## src/hdl/mst_pkg.sv

```systemverilog
package mst_pkg;

    localparam int unsigned MAX_TEXT_LENGTH = 65536;
    localparam int unsigned POS_W           = $clog2(MAX_TEXT_LENGTH + 1);
    localparam int unsigned RESULT_DEPTH    = 4;
    localparam int unsigned RESULT_PTR_W    = $clog2(RESULT_DEPTH);
    localparam int unsigned RESULT_CNT_W    = $clog2(RESULT_DEPTH + 1);
    localparam int unsigned PUSH_MAX        = 2;

    localparam logic [30:0] NUM_MAX = 31'h7FFF_FFFF;

    localparam logic [7:0] CHAR_DOLLAR = 8'h24;
    localparam logic [7:0] CHAR_SPACE  = 8'h20;
    localparam logic [7:0] CHAR_TAB    = 8'h09;
    localparam logic [7:0] CHAR_CR     = 8'h0D;
    localparam logic [7:0] CHAR_ZERO   = 8'h30;
    localparam logic [7:0] CHAR_NINE   = 8'h39;

    typedef enum logic [2:0] {
        MODE_IDLE,
        MODE_NUM,
        MODE_WORD,
        MODE_COMMENT,
        MODE_ERROR
    } lex_mode_t;

    typedef enum logic [4:0] {
        KIND_NUM      = 5'd0,
        KIND_LET      = 5'd1,
        KIND_ID       = 5'd2,
        KIND_EQUALS   = 5'd3,
        KIND_RAND     = 5'd4,
        KIND_ADD      = 5'd5,
        KIND_SUB      = 5'd6,
        KIND_DIV      = 5'd7,
        KIND_MUL      = 5'd8,
        KIND_LBRACKET = 5'd9,
        KIND_RBRACKET = 5'd10,
        KIND_COMMA    = 5'd11,
        KIND_LPAREN   = 5'd12,
        KIND_RPAREN   = 5'd13,
        KIND_PATTERN  = 5'd14,
        KIND_END      = 5'd15,
        KIND_ERROR    = 5'd16
    } token_kind_t;

    typedef enum logic [1:0] {
        ERR_NONE,
        ERR_UNEXPECTED,
        ERR_UNCLOSED,
        ERR_OVERFLOW
    } error_code_t;

    typedef struct packed {
        token_kind_t kind;
        logic [30:0] value;
        logic [15:0] start_pos;
        logic [15:0] end_pos;
        error_code_t error_code;
        logic [7:0]  bad_char;
        logic        last;
    } result_t;

    function automatic logic is_digit(input logic [7:0] c);
        return (c >= CHAR_ZERO) && (c <= CHAR_NINE);
    endfunction

    function automatic logic is_alpha(input logic [7:0] c);
        return ((c >= "a") && (c <= "z")) || ((c >= "A") && (c <= "Z"));
    endfunction

    function automatic logic is_space(input logic [7:0] c);
        return (c == CHAR_SPACE) || ((c >= CHAR_TAB) && (c <= CHAR_CR));
    endfunction

    function automatic logic is_symbol(input logic [7:0] c);
        return (c == "=") || (c == "+") || (c == "-") || (c == "/") || (c == "*") ||
               (c == "[") || (c == "]") || (c == ",") || (c == "(") || (c == ")");
    endfunction

    function automatic token_kind_t symbol_kind(input logic [7:0] c);
        token_kind_t k;
        case (c)
            "=":     k = KIND_EQUALS;
            "+":     k = KIND_ADD;
            "-":     k = KIND_SUB;
            "/":     k = KIND_DIV;
            "*":     k = KIND_MUL;
            "[":     k = KIND_LBRACKET;
            "]":     k = KIND_RBRACKET;
            ",":     k = KIND_COMMA;
            "(":     k = KIND_LPAREN;
            ")":     k = KIND_RPAREN;
            default: k = KIND_ID;
        endcase
        return k;
    endfunction

    // bit 0 pattern, bit 1 rand, bit 2 let: does c match the keyword at index idx
    function automatic logic [2:0] keyword_hits(input logic [3:0] idx, input logic [7:0] c);
        logic [2:0] h;
        case (idx)
            4'd0:    h = {c == "l", c == "r", c == "p"};
            4'd1:    h = {c == "e", c == "a", c == "a"};
            4'd2:    h = {c == "t", c == "n", c == "t"};
            4'd3:    h = {1'b0, c == "d", c == "t"};
            4'd4:    h = {2'b00, c == "e"};
            4'd5:    h = {2'b00, c == "r"};
            4'd6:    h = {2'b00, c == "n"};
            default: h = 3'b000;
        endcase
        return h;
    endfunction

    function automatic token_kind_t word_kind(input logic [2:0] cands, input logic [3:0] len);
        token_kind_t k;
        if (cands[0] && (len == 4'd7))
            k = KIND_PATTERN;
        else if (cands[1] && (len == 4'd4))
            k = KIND_RAND;
        else if (cands[2] && (len == 4'd3))
            k = KIND_LET;
        else
            k = KIND_ID;
        return k;
    endfunction

    function automatic result_t make_result(
        input token_kind_t kind,
        input logic [30:0] value,
        input logic [15:0] start_pos,
        input logic [15:0] end_pos,
        input error_code_t err,
        input logic [7:0]  bad,
        input logic        last
    );
        result_t r;
        r.kind       = kind;
        r.value      = value;
        r.start_pos  = start_pos;
        r.end_pos    = end_pos;
        r.error_code = err;
        r.bad_char   = bad;
        r.last       = last;
        return r;
    endfunction

endpackage

```

## src/hdl/mst_lexer.sv

```systemverilog
module mst_lexer (
    input  logic              clk,
    input  logic              rst_n,
    input  logic              fire,
    input  logic              command,
    input  logic [7:0]        char_code,
    output mst_pkg::result_t  res [mst_pkg::PUSH_MAX],
    output logic [1:0]        push_cnt
);

    mst_pkg::lex_mode_t      mode_reg, mode_next;
    logic [mst_pkg::POS_W-1:0] pos_reg, pos_next;
    logic [15:0]             tok_start_reg, tok_start_next;
    logic [30:0]             acc_reg, acc_next;
    logic                    ovf_reg, ovf_next;
    logic [3:0]              wlen_reg, wlen_next;
    logic [2:0]              cands_reg, cands_next;
    mst_pkg::error_code_t    latched_reg, latched_next;

    logic [15:0] p_lo;
    logic [15:0] p_prev;
    logic [34:0] acc_x10;
    logic [3:0]  digit;
    logic        classify;

    assign p_lo    = 16'(pos_reg);
    assign p_prev  = p_lo - 16'd1;
    assign digit   = 4'(char_code - mst_pkg::CHAR_ZERO);
    assign acc_x10 = ({4'b0, acc_reg} << 3) + ({4'b0, acc_reg} << 1) + 35'(digit);

    always_comb
    begin
        mode_next      = mode_reg;
        pos_next       = pos_reg;
        tok_start_next = tok_start_reg;
        acc_next       = acc_reg;
        ovf_next       = ovf_reg;
        wlen_next      = wlen_reg;
        cands_next     = cands_reg;
        latched_next   = latched_reg;
        res[0]         = '0;
        res[1]         = '0;
        push_cnt       = 2'd0;
        classify       = 1'b0;

        if (fire && command)
        begin
            // finish: flush what is pending, then the end beat
            if (mode_reg == mst_pkg::MODE_COMMENT)
            begin
                latched_next = mst_pkg::ERR_UNCLOSED;
                res[0] = mst_pkg::make_result(mst_pkg::KIND_ERROR, '0, tok_start_reg, p_prev,
                                              mst_pkg::ERR_UNCLOSED, '0, 1'b0);
                push_cnt = 2'd1;
            end
            else if (mode_reg == mst_pkg::MODE_NUM)
            begin
                if (ovf_reg)
                begin
                    latched_next = mst_pkg::ERR_OVERFLOW;
                    res[0] = mst_pkg::make_result(mst_pkg::KIND_ERROR, '0, tok_start_reg,
                                                  p_prev, mst_pkg::ERR_OVERFLOW, '0, 1'b0);
                end
                else
                begin
                    res[0] = mst_pkg::make_result(mst_pkg::KIND_NUM, acc_reg, tok_start_reg,
                                                  p_prev, mst_pkg::ERR_NONE, '0, 1'b0);
                end
                push_cnt = 2'd1;
            end
            else if (mode_reg == mst_pkg::MODE_WORD)
            begin
                res[0] = mst_pkg::make_result(mst_pkg::word_kind(cands_reg, wlen_reg), '0,
                                              tok_start_reg, p_prev, mst_pkg::ERR_NONE,
                                              '0, 1'b0);
                push_cnt = 2'd1;
            end
            res[push_cnt[0]] = mst_pkg::make_result(mst_pkg::KIND_END, '0, p_lo, p_lo,
                                                    latched_next, '0, 1'b1);
            push_cnt       = push_cnt + 2'd1;
            mode_next      = mst_pkg::MODE_IDLE;
            pos_next       = '0;
            tok_start_next = '0;
            acc_next       = '0;
            ovf_next       = 1'b0;
            wlen_next      = '0;
            cands_next     = 3'b111;
            latched_next   = mst_pkg::ERR_NONE;
        end
        else if (fire && (pos_reg < mst_pkg::POS_W'(mst_pkg::MAX_TEXT_LENGTH)))
        begin
            pos_next = pos_reg + mst_pkg::POS_W'(1);
            case (mode_reg)
                mst_pkg::MODE_ERROR:
                begin
                end
                mst_pkg::MODE_COMMENT:
                begin
                    if (char_code == mst_pkg::CHAR_DOLLAR)
                        mode_next = mst_pkg::MODE_IDLE;
                end
                mst_pkg::MODE_NUM:
                begin
                    if (mst_pkg::is_digit(char_code))
                    begin
                        if (!ovf_reg)
                        begin
                            if (acc_x10 > 35'(mst_pkg::NUM_MAX))
                                ovf_next = 1'b1;
                            else
                                acc_next = acc_x10[30:0];
                        end
                    end
                    else if (ovf_reg)
                    begin
                        // the character ending an overflowed run is dropped
                        latched_next = mst_pkg::ERR_OVERFLOW;
                        mode_next    = mst_pkg::MODE_ERROR;
                        res[0] = mst_pkg::make_result(mst_pkg::KIND_ERROR, '0, tok_start_reg,
                                                      p_prev, mst_pkg::ERR_OVERFLOW, '0, 1'b0);
                        push_cnt = 2'd1;
                    end
                    else
                    begin
                        mode_next = mst_pkg::MODE_IDLE;
                        res[0] = mst_pkg::make_result(mst_pkg::KIND_NUM, acc_reg, tok_start_reg,
                                                      p_prev, mst_pkg::ERR_NONE, '0, 1'b0);
                        push_cnt = 2'd1;
                        classify = 1'b1;
                    end
                end
                mst_pkg::MODE_WORD:
                begin
                    if (mst_pkg::is_alpha(char_code) || mst_pkg::is_digit(char_code))
                    begin
                        cands_next = cands_reg & mst_pkg::keyword_hits(wlen_reg, char_code);
                        if (wlen_reg != 4'd15)
                            wlen_next = wlen_reg + 4'd1;
                    end
                    else
                    begin
                        mode_next = mst_pkg::MODE_IDLE;
                        res[0] = mst_pkg::make_result(mst_pkg::word_kind(cands_reg, wlen_reg),
                                                      '0, tok_start_reg, p_prev,
                                                      mst_pkg::ERR_NONE, '0, 1'b0);
                        push_cnt = 2'd1;
                        classify = 1'b1;
                    end
                end
                default:
                begin
                    classify = 1'b1;
                end
            endcase

            if (classify)
            begin
                if (mst_pkg::is_space(char_code))
                begin
                end
                else if (char_code == mst_pkg::CHAR_DOLLAR)
                begin
                    mode_next      = mst_pkg::MODE_COMMENT;
                    tok_start_next = p_lo;
                end
                else if (mst_pkg::is_digit(char_code))
                begin
                    mode_next      = mst_pkg::MODE_NUM;
                    tok_start_next = p_lo;
                    acc_next       = 31'(digit);
                    ovf_next       = 1'b0;
                end
                else if (mst_pkg::is_alpha(char_code))
                begin
                    mode_next      = mst_pkg::MODE_WORD;
                    tok_start_next = p_lo;
                    wlen_next      = 4'd1;
                    cands_next     = mst_pkg::keyword_hits(4'd0, char_code);
                end
                else if (mst_pkg::is_symbol(char_code))
                begin
                    res[push_cnt[0]] = mst_pkg::make_result(mst_pkg::symbol_kind(char_code),
                                                            '0, p_lo, p_lo, mst_pkg::ERR_NONE,
                                                            '0, 1'b0);
                    push_cnt = push_cnt + 2'd1;
                end
                else
                begin
                    mode_next    = mst_pkg::MODE_ERROR;
                    latched_next = mst_pkg::ERR_UNEXPECTED;
                    res[push_cnt[0]] = mst_pkg::make_result(mst_pkg::KIND_ERROR, '0, p_lo, p_lo,
                                                            mst_pkg::ERR_UNEXPECTED, char_code,
                                                            1'b0);
                    push_cnt = push_cnt + 2'd1;
                end
            end
        end
    end

    always_ff @(posedge clk or negedge rst_n)
    begin
        if (!rst_n)
        begin
            mode_reg      <= mst_pkg::MODE_IDLE;
            pos_reg       <= '0;
            tok_start_reg <= '0;
            acc_reg       <= '0;
            ovf_reg       <= 1'b0;
            wlen_reg      <= '0;
            cands_reg     <= 3'b111;
            latched_reg   <= mst_pkg::ERR_NONE;
        end
        else
        begin
            mode_reg      <= mode_next;
            pos_reg       <= pos_next;
            tok_start_reg <= tok_start_next;
            acc_reg       <= acc_next;
            ovf_reg       <= ovf_next;
            wlen_reg      <= wlen_next;
            cands_reg     <= cands_next;
            latched_reg   <= latched_next;
        end
    end

endmodule

```

## src/hdl/mst_result_fifo.sv

```systemverilog
module mst_result_fifo (
    input  logic              clk,
    input  logic              rst_n,
    input  mst_pkg::result_t  push_data [mst_pkg::PUSH_MAX],
    input  logic [1:0]        push_cnt,
    input  logic              pop,
    output logic              not_empty,
    output logic              room,
    output mst_pkg::result_t  head
);

    mst_pkg::result_t mem_reg [mst_pkg::RESULT_DEPTH];
    logic [mst_pkg::RESULT_PTR_W-1:0] wr_ptr_reg, wr_ptr_next;
    logic [mst_pkg::RESULT_PTR_W-1:0] rd_ptr_reg, rd_ptr_next;
    logic [mst_pkg::RESULT_CNT_W-1:0] cnt_reg, cnt_next;
    logic [mst_pkg::RESULT_PTR_W-1:0] wr_ptr_plus1;
    logic             do_pop;

    assign not_empty    = (cnt_reg != '0);
    assign room         = (cnt_reg <= mst_pkg::RESULT_CNT_W'(mst_pkg::RESULT_DEPTH -
                                                              mst_pkg::PUSH_MAX));
    assign head         = mem_reg[rd_ptr_reg];
    assign do_pop       = pop && not_empty;
    assign wr_ptr_plus1 = wr_ptr_reg + mst_pkg::RESULT_PTR_W'(1);

    always_comb
    begin
        wr_ptr_next = wr_ptr_reg + mst_pkg::RESULT_PTR_W'(push_cnt);
        rd_ptr_next = rd_ptr_reg + mst_pkg::RESULT_PTR_W'(do_pop);
        cnt_next    = cnt_reg + mst_pkg::RESULT_CNT_W'(push_cnt)
                              - mst_pkg::RESULT_CNT_W'(do_pop);
    end

    always_ff @(posedge clk)
    begin
        if (push_cnt != 2'd0)
            mem_reg[wr_ptr_reg] <= push_data[0];
        if (push_cnt == 2'd2)
            mem_reg[wr_ptr_plus1] <= push_data[1];
    end

    always_ff @(posedge clk or negedge rst_n)
    begin
        if (!rst_n)
        begin
            wr_ptr_reg <= '0;
            rd_ptr_reg <= '0;
            cnt_reg    <= '0;
        end
        else
        begin
            wr_ptr_reg <= wr_ptr_next;
            rd_ptr_reg <= rd_ptr_next;
            cnt_reg    <= cnt_next;
        end
    end

endmodule

```

## src/hdl/music_script_tokenizer.sv

```systemverilog
// channel  | handshake           | payload
// ---------+---------------------+--------------------------------------------------
// input    | in_valid / in_stall | command, char_code
// output   | out_valid/out_stall | token_kind, number_value, start_pos, end_pos,
//          |                     | error_code, bad_char, last
//
// one character per cycle while the buffer has room; a beat sits in the input register,
// the lexer handles it and writes zero to two records into a four-entry result buffer.
// a beat is registered in the input register and its records in the buffer before they leave.
// the lexer works only when the buffer has room for two records, so the output
// side sets the rate: at most one record leaves per cycle.
// reset puts the lexer in idle at position zero and empties the buffer.
module music_script_tokenizer (
    input  logic        clk,
    input  logic        rst_n,
    input  logic        in_valid,
    output logic        in_stall,
    input  logic        command,
    input  logic [7:0]  char_code,
    output logic        out_valid,
    input  logic        out_stall,
    output logic [4:0]  token_kind,
    output logic [30:0] number_value,
    output logic [15:0] start_pos,
    output logic [15:0] end_pos,
    output logic [1:0]  error_code,
    output logic [7:0]  bad_char,
    output logic        last
);

    logic       in_valid_reg, in_valid_next;
    logic       cmd_reg;
    logic [7:0] char_reg;
    logic       fire;
    logic       room;
    logic       accept;
    logic [1:0] push_cnt;

    mst_pkg::result_t res [mst_pkg::PUSH_MAX];
    mst_pkg::result_t head;

    assign fire     = in_valid_reg && room;
    assign in_stall = in_valid_reg && !fire;
    assign accept   = in_valid && !in_stall;

    always_comb
    begin
        if (accept)
            in_valid_next = 1'b1;
        else if (fire)
            in_valid_next = 1'b0;
        else
            in_valid_next = in_valid_reg;
    end

    always_ff @(posedge clk or negedge rst_n)
    begin
        if (!rst_n)
            in_valid_reg <= 1'b0;
        else
            in_valid_reg <= in_valid_next;
    end

    always_ff @(posedge clk)
    begin
        if (accept)
        begin
            cmd_reg  <= command;
            char_reg <= char_code;
        end
    end

    mst_lexer u_lexer (
        .clk       (clk),
        .rst_n     (rst_n),
        .fire      (fire),
        .command   (cmd_reg),
        .char_code (char_reg),
        .res       (res),
        .push_cnt  (push_cnt)
    );

    mst_result_fifo u_fifo (
        .clk       (clk),
        .rst_n     (rst_n),
        .push_data (res),
        .push_cnt  (push_cnt),
        .pop       (!out_stall),
        .not_empty (out_valid),
        .room      (room),
        .head      (head)
    );

    assign token_kind   = head.kind;
    assign number_value = head.value;
    assign start_pos    = head.start_pos;
    assign end_pos      = head.end_pos;
    assign error_code   = head.error_code;
    assign bad_char     = head.bad_char;
    assign last         = head.last;

    // a finish always leaves an end beat in the buffer
    a_finish_emits: assert property (@(posedge clk) disable iff (!rst_n)
        (fire && cmd_reg) |=> out_valid)
        else $error("finish produced no record");

    a_finish_count: assert property (@(posedge clk) disable iff (!rst_n)
        (fire && cmd_reg) |-> (push_cnt != 2'd0))
        else $error("finish pushed nothing");

    a_last_is_end: assert property (@(posedge clk) disable iff (!rst_n)
        (out_valid && last) |-> (token_kind == mst_pkg::KIND_END))
        else $error("last flag on a non-end record");

    a_token_no_error: assert property (@(posedge clk) disable iff (!rst_n)
        (out_valid && !last && (token_kind != mst_pkg::KIND_ERROR)) |->
            (error_code == mst_pkg::ERR_NONE))
        else $error("error code on a plain token");

    a_idle_no_push: assert property (@(posedge clk) disable iff (!rst_n)
        !fire |-> (push_cnt == 2'd0))
        else $error("records pushed without a beat");

endmodule

```

## config.mk

```make
export PLATFORM = sky130hd
export DESIGN_NAME = music_script_tokenizer
export DESIGN_NICKNAME = d
export VERILOG_FILES = /design/src/hdl/mst_pkg.sv /design/src/hdl/mst_lexer.sv /design/src/hdl/mst_result_fifo.sv /design/src/hdl/music_script_tokenizer.sv
export SDC_FILE = /design/constraint.sdc
export NUM_CORES = 1
export LEC_CHECK = 0
export BUFFER_PORTS_ARGS = -buffer_cell sky130_fd_sc_hd__buf_2
export CAP_MARGIN = 40
export CORE_MARGIN = 5
export CORE_UTILIZATION = 59
export DETAILED_ROUTE_END_ITERATION = 12
export GPL_TIMING_DRIVEN = 1
export HOLD_SLACK_MARGIN = 0.05
export PLACE_DENSITY = 0.77
export SETUP_SLACK_MARGIN = 0.4
export SLEW_MARGIN = 5
export SYNTH_ARGS = -nofsm -noshare
export SYNTH_HDL_FRONTEND = slang
export SYNTH_HIERARCHICAL = 1
export SYNTH_SLANG_ARGS = --single-unit
```

## constraint.sdc

```tcl
create_clock -name clk -period 15.05 [get_ports clk]
set_input_delay 1.505 -clock clk [delete_from_list [all_inputs] [get_ports clk]]
set_output_delay 1.505 -clock clk [all_outputs]
set_load 0.05 [all_outputs]
```

==> metrics.txt, run 1 <==
# TYPE chip_impl_metric gauge
chip_impl_info{name="outcome",value="completed"} 1
chip_impl_metric{name="cp_data_arrival_time",unit="ns"} 5.86
chip_impl_metric{name="grt_antenna_before_repair",unit=""} 1
chip_impl_info{name="worstPathCellList",value="nor2_1, o21ai_1, o21ai_1, inv_1, ha_1, a31oi_1, o22ai_1, buf_4, nor4bb_4, buf_4, buf_4, mux2_2"} 1
chip_impl_metric{name="yosys_warnings",unit=""} 6
chip_impl_metric{name="clkLatencyLatePin",unit="ns"} 0.57
chip_impl_metric{name="cts-hold-fix-buffers",unit=""} 0
chip_impl_metric{name="critPathBufInv",unit=""} 4
chip_impl_metric{name="detail_route.first_pass.iterations",unit=""} 5
chip_impl_metric{name="detail_route.wirelength.met1",unit="mm"} 24.5
chip_impl_metric{name="timing.slew.headroom",unit="%"} 38.6
chip_impl_info{name="critPathLaunchType",value="flip-flop"} 1
chip_impl_metric{name="globalRouteTotalUtil",unit="%"} 25.6
chip_impl_metric{name="synth_enable_flop_cells",unit=""} 325
chip_impl_metric{name="final_antenna_net_count",unit=""} 0
chip_impl_metric{name="core-area",unit="sq um"} 39900
chip_impl_metric{name="worst-endpoint-required",unit="ns"} 15.37
chip_impl_metric{name="die_area",unit="sq um"} 44600
chip_impl_info{name="regToRegStartpoint",value="char_reg[1]"} 1
chip_impl_metric{name="initial_utilization",unit="%"} 59.9
chip_impl_metric{name="slowest_delay",unit="ns"} 0.77
chip_impl_metric{name="nets",unit=""} 1965
chip_impl_metric{name="post_route_clock_period_utilization",unit="%"} 36.8
chip_impl_metric{name="area_share_of_the_largest_cell_type_after_synthesis",unit="%"} 40.8
chip_impl_info{name="worstSetupPathType",value="reg -> reg"} 1
chip_impl_metric{name="drt-vias-per-instance",unit=""} 6.38
chip_impl_metric{name="vias_in_the_first_global_route",unit=""} 15600
chip_impl_metric{name="cts_htree_levels",unit=""} 2
chip_impl_metric{name="synth_seq_area_share",unit="%"} 49.7
chip_impl_metric{name="netlist_area",unit="sq um"} 23900
chip_impl_metric{name="synth_async_sr_flop_share",unit="%"} 20.7
chip_impl_metric{name="finalSetupViolations",unit=""} 0
chip_impl_metric{name="detailed_place.area",unit="sq um"} 24600
chip_impl_metric{name="grt_max_degree",unit=""} 53
chip_impl_metric{name="row_count",unit=""} 73
chip_impl_info{name="primary_flip_flop_cell_chosen_by_synthesis_mapping",value="sky130_fd_sc_hd__edfxtp_1"} 1
chip_impl_metric{name="gpl.final_weighted_congestion",unit=""} 0.963
chip_impl_metric{name="cts.clk_slew.worst_paths",unit="ns"} 0.06
chip_impl_metric{name="p_leak",unit="nW"} 10.3
chip_impl_metric{name="area_overhead_of_the_layout_relative_to_synthesis",unit="%"} 8.90
chip_impl_metric{name="vias",unit=""} 15600
chip_impl_metric{name="timing_hold_violations_final",unit=""} 0
chip_impl_metric{name="finish.instance_area",unit="sq um"} 26000
chip_impl_metric{name="buffer_ports.inserted",unit=""} 93
chip_impl_metric{name="final_skew",unit="ns"} 0.0210
chip_impl_metric{name="fmax",unit="MHz"} 180
chip_impl_metric{name="final_period_minus_worst_setup_slack",unit="ns"} 5.54
chip_impl_metric{name="hpwlAfterDp",unit="mm"} 36.6
chip_impl_metric{name="total_length_of_routed_met2_wires",unit="mm"} 27.1
chip_impl_info{name="critPathTopFamily",value="buffers and inverters"} 1
chip_impl_metric{name="final_core_utilization",unit="%"} 65.2
chip_impl_metric{name="detailroute.wirelength.met3",unit="mm"} 4.02
chip_impl_info{name="clockRootBuffer",value="sky130_fd_sc_hd__clkbuf_16"} 1
chip_impl_info{name="hold_path.class",value="reg -> reg"} 1
chip_impl_metric{name="yosysUniqueCellTypes",unit=""} 87
chip_impl_metric{name="power.density_cell_area",unit="nW/um^2"} 177
chip_impl_metric{name="largest_register_ffs",unit=""} 316
chip_impl_info{name="critPathLaunch",value="char_reg[1]"} 1
chip_impl_info{name="worstHoldStart",value="u_lexer/cands_reg[2]"} 1
chip_impl_info{name="clock_tree_from_tritoncts",value="built"} 1
chip_impl_metric{name="report.final.slew_viol_count",unit=""} 0
chip_impl_metric{name="synth-seq-cells",unit=""} 410
chip_impl_metric{name="drv.max_cap_violation_count",unit=""} 0
chip_impl_metric{name="area_taken_by_multi_input_logic_gates",unit="sq um"} 11200
chip_impl_metric{name="ioPinCount",unit=""} 94
chip_impl_metric{name="post_drt_wl_per_cell",unit="um"} 23.5
chip_impl_info{name="crit_slowest_cell",value="sky130_fd_sc_hd__edfxtp_1"} 1
chip_impl_metric{name="synth_cells",unit=""} 1840
chip_impl_metric{name="setup_tns",unit="ns"} 0
chip_impl_info{name="cpMostUsedCell",value="sky130_fd_sc_hd__buf_4"} 1
chip_impl_metric{name="cts_made_buffers",unit=""} 45
chip_impl_metric{name="drive_above_1_share",unit="%"} 32.3
chip_impl_info{name="unrepaired_setup_endpoints_after_global_routing",value="false"} 1
chip_impl_metric{name="syn_area_per_cell",unit="sq um"} 13.0
chip_impl_metric{name="die-height",unit="um"} 211
chip_impl_metric{name="die_w",unit="um"} 211
chip_impl_metric{name="worstPathMaxFanout",unit=""} 44
chip_impl_metric{name="routed_wirelength",unit="mm"} 57.4
chip_impl_info{name="synth_top_area_cell",value="sky130_fd_sc_hd__edfxtp_1"} 1
chip_impl_info{name="ys_top_cells_by_area",value="sky130_fd_sc_hd__edfxtp_1 (41%), sky130_fd_sc_hd__mux2_2 (14%), sky130_fd_sc_hd__dfrtp_1 (8.6%), sky130_fd_sc_hd__mux4_2 (7.4%), sky130_fd_sc_hd__ha_1 (3.7%)"} 1
chip_impl_metric{name="post_cts.repair.setup_buffers",unit=""} 0
chip_impl_metric{name="seqCellArea",unit="sq um"} 11900
chip_impl_metric{name="num-fill-cells",unit=""} 2931
chip_impl_metric{name="clkSinkCount",unit=""} 410
chip_impl_metric{name="first_iter_violations",unit=""} 1445
chip_impl_metric{name="peakVddDrop",unit="mV"} 0.131
chip_impl_metric{name="ctsResizeCount",unit=""} 0
chip_impl_metric{name="detail_route.drc_violations",unit=""} 0
chip_impl_info{name="dr.max_layer_used",value="met5"} 1
chip_impl_info{name="critical_path.endpoint_type",value="flip-flop"} 1
chip_impl_metric{name="worst_slew_pin_slew",unit="ns"} 0.922
chip_impl_metric{name="gr-total-overflow",unit=""} 0
chip_impl_metric{name="grt_pass1_wl",unit="mm"} 90.2
chip_impl_metric{name="cts-root-to-sink-buffers",unit=""} 3
==> Yosys cell counts, drive strengths merged (4+ instances only) <==
master,number
a211oi,5
a21boi,4
a21o,19
a21oi,77
a22o,54
a22oi,7
a31oi,8
and2,51
and3,13
buf,109
clkbuf,57
dfrtp,82
edfxtp,325
ha,71
inv,30
mux2,317
mux2i,7
mux4,79
nand2,104
nand2b,11
nand3,20
nand3b,4
nand4,9
nor2,85
nor2b,23
nor3,23
nor3b,5
nor4,6
o211ai,5
o21a,5
o21ai,78
o21bai,7
o22ai,16
o2bb2ai,4
o31ai,9
or2,5
or3,13
xnor2,28
xor2,18
==> power by group <==
| part | switching, mW | internal (mW) | total [mW] |
|---|---|---|---|
| Sequential | 0.132 | 1.50 | 1.63 |
| Clock | 0.442 | 0.637 | 1.08 |
| Combinational | 1.29 | 0.604 | 1.89 |
==> area by class of cell <==
class,instances,area share (%)
Antenna cell,1,0.00961
Clock buffer,61,4.71
Clock inverter,19,0.750
Inverter,30,0.433
Multi-Input combinational cell,1264,42.8
Sequential cell,410,45.7
Tap cell,525,2.52
Timing Repair Buffer,127,3.03
==> per-stage QoR <==
| stage | instances | total power [mW] | hold WS [ns] | setup slack [ns] |
|---|---|---|---|---|
| global placement | 2349 | 3.49 | 0.488 | 9.60 |
| finish | 2437 | 4.60 | 0.508 | 9.51 |
| global route | 2436 | 4.80 | 0.521 | 9.31 |
| detailed placement | 2355 | 3.55 | 0.494 | 9.46 |
| CTS | 2435 | 4.63 | 0.505 | 9.43 |
| floorplan | 1870 | 3.07 | 0.473 | 6.12 |
==> worst reg2reg max path, cell delays in order (launching register included) <==
cell and delay, ns:
sky130_fd_sc_hd__edfxtp_1 0.77, sky130_fd_sc_hd__nor2_1 0.24, sky130_fd_sc_hd__o21ai_1 0.70, sky130_fd_sc_hd__o21ai_1 0.40, sky130_fd_sc_hd__inv_1 0.42, sky130_fd_sc_hd__ha_1 0.31, sky130_fd_sc_hd__a31oi_1 0.14, sky130_fd_sc_hd__o22ai_1 0.09
sky130_fd_sc_hd__buf_4 0.21, sky130_fd_sc_hd__nor4bb_4 0.27, sky130_fd_sc_hd__buf_4 0.52, sky130_fd_sc_hd__buf_4 0.76, sky130_fd_sc_hd__mux2_2 0.45
==> final timing paths <==
kind	to	slack (ns)	cells past startpoint
max in group asynchronous	u_lexer/wlen_reg[0]	13.03	2
setup reg to reg	u_fifo/mem_reg[2][10]	9.51	12
setup / recovery	u_fifo/mem_reg[2][10]	9.51	12
min in group asynchronous	u_lexer/acc_reg[27]	0.89	1
hold / removal	u_lexer/cands_reg[2]	0.51	2
hold reg to reg	u_lexer/cands_reg[2]	0.51	2
==> metal layers <==
metal / vias up / global-route usage (%)
met1: 7770 / 36.5
met4: 2 / 7.75
met2: 595 / 41.0
met5: - / 0
met3: 118 / 4.42
li1: 7071 / -
==> logic make-up (layout without fill, tap and decap cells) <==
kind of cell	Yosys count	in the layout	share of synthesized area [%]
other cells	1	32	0.0157
xor+xnor	46	46	1.69
buf+inv	196	237	4.33
mux	403	403	22.7
simple gates	388	388	8.65
fa+ha+maj	74	74	3.97
flops	410	410	49.7
compound gates	322	322	8.94
==> layout by cell type (no fill, tap or decap), types with 23 or more instances in the layout <==
cell type                   instances
sky130_fd_sc_hd__a21oi_1           76
sky130_fd_sc_hd__mux4_2            79
sky130_fd_sc_hd__dfrtp_1           80
sky130_fd_sc_hd__a22o_1            54
sky130_fd_sc_hd__ha_1              71
sky130_fd_sc_hd__nor2b_1           23
sky130_fd_sc_hd__mux2_2           307
sky130_fd_sc_hd__and2_1            50
sky130_fd_sc_hd__buf_4             30
sky130_fd_sc_hd__edfxtp_1         325
sky130_fd_sc_hd__inv_1             30
sky130_fd_sc_hd__nand2_1          104
sky130_fd_sc_hd__nor2_1            83
sky130_fd_sc_hd__xnor2_1           28
sky130_fd_sc_hd__clkbuf_16         45
sky130_fd_sc_hd__buf_2             93
sky130_fd_sc_hd__o21ai_0           64
sky130_fd_sc_hd__conb_1            31
Power figures use the tool's default switching activity.
==> inputs of run 2 (changes only) <==
--- a/config.mk
+++ b/config.mk
@@ -8,7 +8,7 @@
 export BUFFER_PORTS_ARGS = -buffer_cell sky130_fd_sc_hd__buf_2
 export CAP_MARGIN = 40
 export CORE_MARGIN = 5
-export CORE_UTILIZATION = 59
+export CORE_UTILIZATION = 57
 export DETAILED_ROUTE_END_ITERATION = 12
 export GPL_TIMING_DRIVEN = 1
 export HOLD_SLACK_MARGIN = 0.05
==> constraint.sdc (replaced) <==
create_clock -name clk -period 4.7 [get_ports clk]
set_input_delay 0.47 -clock clk [delete_from_list [all_inputs] [get_ports clk]]
set_output_delay 0.47 -clock clk [all_outputs]
set_load 0.05 [all_outputs]
==> metrics.txt, run 2 (synthesized netlist as in run 1, its figures left out) <==
# TYPE chip_impl_metric gauge
chip_impl_info{name="outcome",value="completed"} 1
chip_impl_metric{name="drv.max_cap_violation_count",unit=""} 0
chip_impl_metric{name="cts.clk_slew.worst_paths",unit="ns"} 0.06
chip_impl_metric{name="hpwlAfterDp",unit="mm"} 35.7
chip_impl_metric{name="rr_worst_depth",unit=""} 12
chip_impl_metric{name="clkLatencyLatePin",unit="ns"} 0.57
chip_impl_metric{name="setup_tns",unit="ns"} 0
chip_impl_metric{name="first_iter_violations",unit=""} 1372
chip_impl_metric{name="cts_made_buffers",unit=""} 43
chip_impl_metric{name="nets",unit=""} 1975
chip_impl_info{name="final_cell_mix",value="sky130_fd_sc_hd__edfxtp_1 (325), sky130_fd_sc_hd__mux2_2 (307), sky130_fd_sc_hd__nand2_1 (104)"} 1
chip_impl_metric{name="gr-total-overflow",unit=""} 0
chip_impl_metric{name="ioPinCount",unit=""} 94
chip_impl_metric{name="ctsResizeCount",unit=""} 0
chip_impl_info{name="clockRootBuffer",value="sky130_fd_sc_hd__clkbuf_16"} 1
chip_impl_metric{name="clkSinkCount",unit=""} 410
chip_impl_metric{name="fmax",unit="MHz"} 244
chip_impl_metric{name="die_w",unit="um"} 215
chip_impl_metric{name="cts_htree_levels",unit=""} 2
chip_impl_metric{name="final_core_utilization",unit="%"} 62.6
chip_impl_info{name="hold_path.class",value="in -> reg"} 1
chip_impl_metric{name="buffer_ports.inserted",unit=""} 93
chip_impl_info{name="critPathLaunchType",value="flip-flop"} 1
chip_impl_metric{name="core-area",unit="sq um"} 41800
chip_impl_metric{name="routed_wirelength",unit="mm"} 57.2
chip_impl_metric{name="worst_slew_pin_slew",unit="ns"} 0.801
chip_impl_metric{name="post_route_clock_period_utilization",unit="%"} 87.2
chip_impl_metric{name="die_area",unit="sq um"} 46100
chip_impl_metric{name="report.final.slew_viol_count",unit=""} 0
chip_impl_metric{name="drt-vias-per-instance",unit=""} 6.32
chip_impl_metric{name="gpl.final_weighted_congestion",unit=""} 0.909
chip_impl_metric{name="holdPathStages",unit=""} 1
chip_impl_metric{name="vias_in_the_first_global_route",unit=""} 16300
chip_impl_metric{name="initial_utilization",unit="%"} 57.2
chip_impl_metric{name="timing.final.ws_setup",unit="ns"} 0.600
chip_impl_metric{name="worstPathMaxFanout",unit=""} 79
chip_impl_info{name="critical_path.endpoint_type",value="flip-flop"} 1
chip_impl_metric{name="vias",unit=""} 15500
chip_impl_info{name="clock_tree_from_tritoncts",value="built"} 1
chip_impl_metric{name="post_drt_wl_per_cell",unit="um"} 23.2
chip_impl_metric{name="timing_hold_violations_final",unit=""} 0
chip_impl_metric{name="peakVddDrop",unit="mV"} 0.325
chip_impl_metric{name="worst-endpoint-required",unit="ns"} 5.01
chip_impl_metric{name="final_antenna_net_count",unit=""} 0
chip_impl_metric{name="final_skew",unit="ns"} 0.0196
chip_impl_metric{name="final_period_minus_worst_setup_slack",unit="ns"} 4.10
chip_impl_metric{name="largest_register_ffs",unit=""} 316
chip_impl_metric{name="cts-root-to-sink-buffers",unit=""} 3
chip_impl_metric{name="finalSetupViolations",unit=""} 0
chip_impl_info{name="final_common_cell",value="sky130_fd_sc_hd__edfxtp_1"} 1
chip_impl_info{name="worstSetupPathType",value="reg -> reg"} 1
chip_impl_metric{name="globalRouteTotalUtil",unit="%"} 24.9
chip_impl_metric{name="dpl_worst_slack",unit="ns"} 0.670
chip_impl_metric{name="fin_hold_ws",unit="ns"} 0.0831
chip_impl_metric{name="power.density_cell_area",unit="nW/um^2"} 560
chip_impl_metric{name="detail_route.first_pass.iterations",unit=""} 8
chip_impl_metric{name="row_count",unit=""} 75
chip_impl_metric{name="area_overhead_of_the_layout_relative_to_synthesis",unit="%"} 9.41
chip_impl_info{name="unrepaired_setup_endpoints_after_global_routing",value="false"} 1
chip_impl_metric{name="detail_route.drc_violations",unit=""} 0
chip_impl_metric{name="drive_above_1_share",unit="%"} 32.4
chip_impl_metric{name="die-height",unit="um"} 215
chip_impl_metric{name="grt_pass1_wl",unit="mm"} 92.2
chip_impl_metric{name="grt_max_degree",unit=""} 80
chip_impl_metric{name="cp_data_arrival_time",unit="ns"} 4.41
chip_impl_metric{name="grt_antenna_before_repair",unit=""} 1
chip_impl_metric{name="p_leak",unit="nW"} 10.3
chip_impl_metric{name="timing.slew.headroom",unit="%"} 46.5
run 2: changes by cell type in the layout (fill, tap and decap cells not counted), moves of 2 or more:
cell,change
sky130_fd_sc_hd__buf_12,+9
sky130_fd_sc_hd__dlygate4sd3_1,+2
sky130_fd_sc_hd__bufinv_16,-2
sky130_fd_sc_hd__buf_16,-2
sky130_fd_sc_hd__clkinv_1,+5
sky130_fd_sc_hd__clkbuf_8,-2
sky130_fd_sc_hd__buf_4,+5
sky130_fd_sc_hd__clkinv_2,-3
run 2: layer usage:
| layer | track usage (%) | share of wire (%) | vias to the layer above |
|---|---|---|---|
| li1 | - | - | 7084 |
| met2 | 40.8 | 48 | 529 |
| met5 | 0 | 0.023 | - |
| met1 | 34.2 | 43 | 7822 |
| met4 | 6.81 | 2.5 | 2 |
| met3 | 4.95 | 6.4 | 106 |
run 2: path summary, 6_finish.rpt:
check | from | end | slack (ns)
worst max-delay path | char_reg[2] | u_fifo/mem_reg[3][1] | 0.60
worst min-delay path | char_code[4] | char_reg[4] | 0.08
worst max register to register | char_reg[2] | u_fifo/mem_reg[3][1] | 0.60
worst min register to register | u_lexer/tok_start_reg[13] | u_lexer/tok_start_reg[13] | 0.51
max in group asynchronous | rst_n | u_fifo/rd_ptr_reg[1] | 3.18
min in group asynchronous | rst_n | u_lexer/acc_reg[20] | 0.46
run 2: critical path, stage by stage, from the launching register on:
cell and delay (ns):
sky130_fd_sc_hd__edfxtp_1 0.74, sky130_fd_sc_hd__nor3_1 0.11, sky130_fd_sc_hd__o2bb2ai_1 0.16, sky130_fd_sc_hd__nor2_1 0.29
sky130_fd_sc_hd__nor2_1 0.11, sky130_fd_sc_hd__o21ai_2 0.32, sky130_fd_sc_hd__inv_1 0.11, sky130_fd_sc_hd__ha_1 0.30
sky130_fd_sc_hd__a31oi_1 0.16, sky130_fd_sc_hd__o22ai_2 0.22, sky130_fd_sc_hd__and4bb_4 0.41, sky130_fd_sc_hd__buf_12 0.43
sky130_fd_sc_hd__mux2_2 0.40
run 2: timing repair:
item	in CTS	in global routing
buffers inserted	0	0
hold endpoints to repair	40	0
hold buffers	2	0
run 2: through the flow:
step                instances  cell area (sq um)  power [mW]
floorplan                1870              24100        9.78
global placement         2378              24700        11.3
detailed placement       2380              24800        11.4
CTS                      2460              26200        14.7
global route             2460              26200        15.3
finish                   2461              26200        14.7
run 2: layout make-up:
class                           instances  area (sq um)
Timing Repair Buffer                  139           951
Clock inverter                         18           129
Sequential cell                       410         11900
Inverter                               30           113
Fill cell                            3113         15600
Tap cell                              539           674
Clock buffer                           60          1220
Multi-Input combinational cell       1264         11200
Antenna cell                            1          2.50
run 2: power by group:
group,internal [mW],switching [mW]
logic,1.98,4.15
clock network,1.92,1.39
registers,4.79,0.418
==> inputs of run 3 (changes only) <==
--- a/config.mk
+++ b/config.mk
@@ -8,12 +8,13 @@
 export BUFFER_PORTS_ARGS = -buffer_cell sky130_fd_sc_hd__buf_2
 export CAP_MARGIN = 40
 export CORE_MARGIN = 5
-export CORE_UTILIZATION = 57
+export CORE_UTILIZATION = 59
 export DETAILED_ROUTE_END_ITERATION = 12
 export GPL_TIMING_DRIVEN = 1
 export HOLD_SLACK_MARGIN = 0.05
 export PLACE_DENSITY = 0.77
 export SETUP_SLACK_MARGIN = 0.4
+export SKIP_CTS_REPAIR_TIMING = 1
 export SLEW_MARGIN = 5
 export SYNTH_ARGS = -nofsm -noshare
 export SYNTH_HDL_FRONTEND = slang
==> constraint.sdc (replaced) <==
create_clock -name clk -period 3.9 [get_ports clk]
set_input_delay 0.39 -clock clk [delete_from_list [all_inputs] [get_ports clk]]
set_output_delay 0.39 -clock clk [all_outputs]
set_load 0.05 [all_outputs]
==> metrics.txt, run 3 (synthesized netlist as in run 1, its figures left out) <==
# TYPE chip_impl_metric gauge
chip_impl_metric{name="cts_htree_levels",unit=""} 2
chip_impl_info{name="critPathLaunchType",value="flip-flop"} 1
chip_impl_metric{name="clock_power_share",unit="%"} 22.1
chip_impl_metric{name="first_iter_violations",unit=""} 1781
chip_impl_metric{name="grt_max_degree",unit=""} 59
chip_impl_metric{name="power.switching_fraction",unit="%"} 40.7
chip_impl_info{name="critPathTopFamily",value="simple AND/OR/NAND/NOR gates"} 1
chip_impl_metric{name="final_skew",unit="ns"} 0.0218
chip_impl_metric{name="slowest_delay",unit="ns"} 0.50
chip_impl_metric{name="final_period_minus_worst_setup_slack",unit="ns"} 3.51
chip_impl_metric{name="row_count",unit=""} 73
chip_impl_metric{name="nets",unit=""} 2053
chip_impl_metric{name="core-area",unit="sq um"} 39900
chip_impl_info{name="clockRootBuffer",value="sky130_fd_sc_hd__clkbuf_16"} 1
chip_impl_metric{name="clkSinkCount",unit=""} 410
chip_impl_info{name="final_common_cell",value="sky130_fd_sc_hd__edfxtp_1"} 1
chip_impl_metric{name="vias_in_the_first_global_route",unit=""} 15900
chip_impl_metric{name="numPlacedInstances",unit=""} 2390
chip_impl_info{name="unrepaired_setup_endpoints_after_global_routing",value="true"} 1
chip_impl_info{name="cpMostUsedCell",value="sky130_fd_sc_hd__buf_6"} 1
chip_impl_metric{name="post_route_clock_period_utilization",unit="%"} 90.0
chip_impl_metric{name="critPathBufInv",unit=""} 4
chip_impl_metric{name="seqPwrFrac",unit="%"} 34.7
chip_impl_metric{name="power.density_cell_area",unit="nW/um^2"} 662
chip_impl_metric{name="area_overhead_of_the_layout_relative_to_synthesis",unit="%"} 14.6
chip_impl_metric{name="initial_utilization",unit="%"} 59.9
chip_impl_metric{name="die-height",unit="um"} 211
chip_impl_info{name="crit_slowest_cell",value="sky130_fd_sc_hd__edfxtp_1"} 1
chip_impl_metric{name="cts.clk_slew.worst_paths",unit="ns"} 0.06
chip_impl_info{name="worstSetupPathType",value="reg -> reg"} 1
chip_impl_metric{name="cp_data_arrival_time",unit="ns"} 3.79
chip_impl_metric{name="total_switching_power",unit="mW"} 7.38
chip_impl_metric{name="timing.slew.headroom",unit="%"} 47.1
chip_impl_info{name="hold_path.class",value="in -> reg"} 1
chip_impl_metric{name="grt_pass1_wl",unit="mm"} 90.2
chip_impl_metric{name="clkLatencyLatePin",unit="ns"} 0.59
chip_impl_metric{name="routed_wirelength",unit="mm"} 61.6
chip_impl_info{name="worstPathCellList",value="buf_6, or3_1, a41oi_2, o21a_1, and2_4, nor2_1, a31oi_4, o22ai_4, nor4bb_4, buf_6, o21bai_4, buf_4, buf_12"} 1
chip_impl_metric{name="cts-root-to-sink-buffers",unit=""} 3
chip_impl_metric{name="die_w",unit="um"} 211
chip_impl_metric{name="drt-vias-per-instance",unit=""} 6.45
chip_impl_info{name="critical_path.endpoint_type",value="flip-flop"} 1
chip_impl_metric{name="antenna_cells",unit=""} 0
chip_impl_metric{name="intPower",unit="mW"} 10.8
chip_impl_metric{name="final_core_utilization",unit="%"} 68.6
chip_impl_metric{name="worst-endpoint-required",unit="ns"} 4.18
chip_impl_metric{name="cts_made_buffers",unit=""} 44
chip_impl_metric{name="p_leak",unit="nW"} 10.8
chip_impl_metric{name="finalSetupViolations",unit=""} 0
chip_impl_metric{name="post_drt_wl_per_cell",unit="um"} 24.4
chip_impl_metric{name="buffer_ports.inserted",unit=""} 93
chip_impl_metric{name="detail_route.drc_violations",unit=""} 0
chip_impl_metric{name="gpl.final_weighted_congestion",unit=""} 0.995
chip_impl_metric{name="ioPinCount",unit=""} 94
chip_impl_metric{name="instances_no_fill",unit=""} 2526
chip_impl_metric{name="vias",unit=""} 16300
chip_impl_metric{name="worst_slew_pin_slew",unit="ns"} 0.794
chip_impl_metric{name="drv.max_cap_violation_count",unit=""} 0
chip_impl_metric{name="num-fill-cells",unit=""} 2757
chip_impl_metric{name="report.final.slew_viol_count",unit=""} 0
chip_impl_metric{name="die_area",unit="sq um"} 44600
chip_impl_metric{name="combPwrFrac",unit="%"} 43.2
chip_impl_metric{name="gr-total-overflow",unit=""} 0
chip_impl_metric{name="timing_hold_violations_final",unit=""} 0
chip_impl_metric{name="final_antenna_net_count",unit=""} 0
chip_impl_metric{name="detail_route.first_pass.iterations",unit=""} 5
chip_impl_metric{name="worstPathMaxFanout",unit=""} 18
chip_impl_metric{name="hpwlAfterDp",unit="mm"} 36.3
chip_impl_metric{name="globalRouteTotalUtil",unit="%"} 25.4
chip_impl_metric{name="grt_antenna_before_repair",unit=""} 1
chip_impl_info{name="final_cell_mix",value="sky130_fd_sc_hd__edfxtp_1 (325), sky130_fd_sc_hd__mux2_2 (307), sky130_fd_sc_hd__nand2_1 (104)"} 1
chip_impl_info{name="clock_tree_from_tritoncts",value="built"} 1
chip_impl_metric{name="drive_above_1_share",unit="%"} 36.8
chip_impl_info{name="outcome",value="completed"} 1
chip_impl_metric{name="peakVddDrop",unit="mV"} 0.570
chip_impl_metric{name="largest_register_ffs",unit=""} 316
chip_impl_metric{name="fmax",unit="MHz"} 285
==> run 3: cell count changes in the layout (fill, tap and decap cells not counted), sizes merged <==
cell         previous run  this run
buf                   137       192
clkbuf                 60        74
dlygate4sd3             2        10
bufinv                  2         3
clkinv                 15        16
diode                   1         0
inv                    30        31
==> run 3: per-stage QoR <==
stage          setup TNS [ns]  setup WS (ns)  instance area (sq um)  power [mW]  hold slack (ns)
2_1_floorplan          -35.27         -0.142                  24100        11.8           0.0944
3_3_place_gp                0          0.246                  25000        13.7            0.488
3_5_place_dp                0          0.146                  25000        13.8            0.299
4_1_cts                     0          0.137                  26400        17.8           -0.320
5_1_grt                     0          0.303                  27400        18.9           0.0616
6_report                    0          0.391                  27400        18.1           0.0760
==> run 3: worst paths after layout <==
path	start	endpoint	slack, ns	depth (start not counted)
min in group asynchronous	rst_n	u_lexer/acc_reg[21]	0.26	2
setup / recovery	char_reg[2]	u_fifo/mem_reg[2][63]	0.39	13
max in group asynchronous	rst_n	u_lexer/mode_reg[1]	3.03	3
setup reg to reg	char_reg[2]	u_fifo/mem_reg[2][63]	0.39	13
hold / removal	char_code[3]	char_reg[3]	0.08	1
hold reg to reg	u_lexer/tok_start_reg[13]	u_lexer/tok_start_reg[13]	0.51	1
==> run 3: cell type report <==
type / instances / area [sq um] / share of cell area [%]
Sequential cell: 410 / 11900 / 43.4
Multi-Input combinational cell: 1264 / 11400 / 41.6
Timing Repair Buffer: 216 / 1970 / 7.20
Clock buffer: 60 / 1160 / 4.24
Tap cell: 525 / 657 / 2.40
Clock inverter: 21 / 185 / 0.676
Inverter: 30 / 113 / 0.411
==> run 3: power by group through the flow <==
stage	clock network, mW	registers, mW	logic (mW)
6_report	4.01	6.29	7.83
2_1_floorplan	0	6.05	5.77
3_5_place_dp	0	6.37	7.44
5_1_grt	4.26	6.37	8.22
4_1_cts	4.07	6.29	7.46
3_3_place_gp	0	6.31	7.36
==> run 3: per-layer routing <==
layer	vias up	global-route usage [%]	wire length, um
met1	8176	35.8	25700
li1	7238	-	-
met2	732	42.5	29700
met5	-	0	7
met4	2	5.38	1530
met3	133	3.96	4720
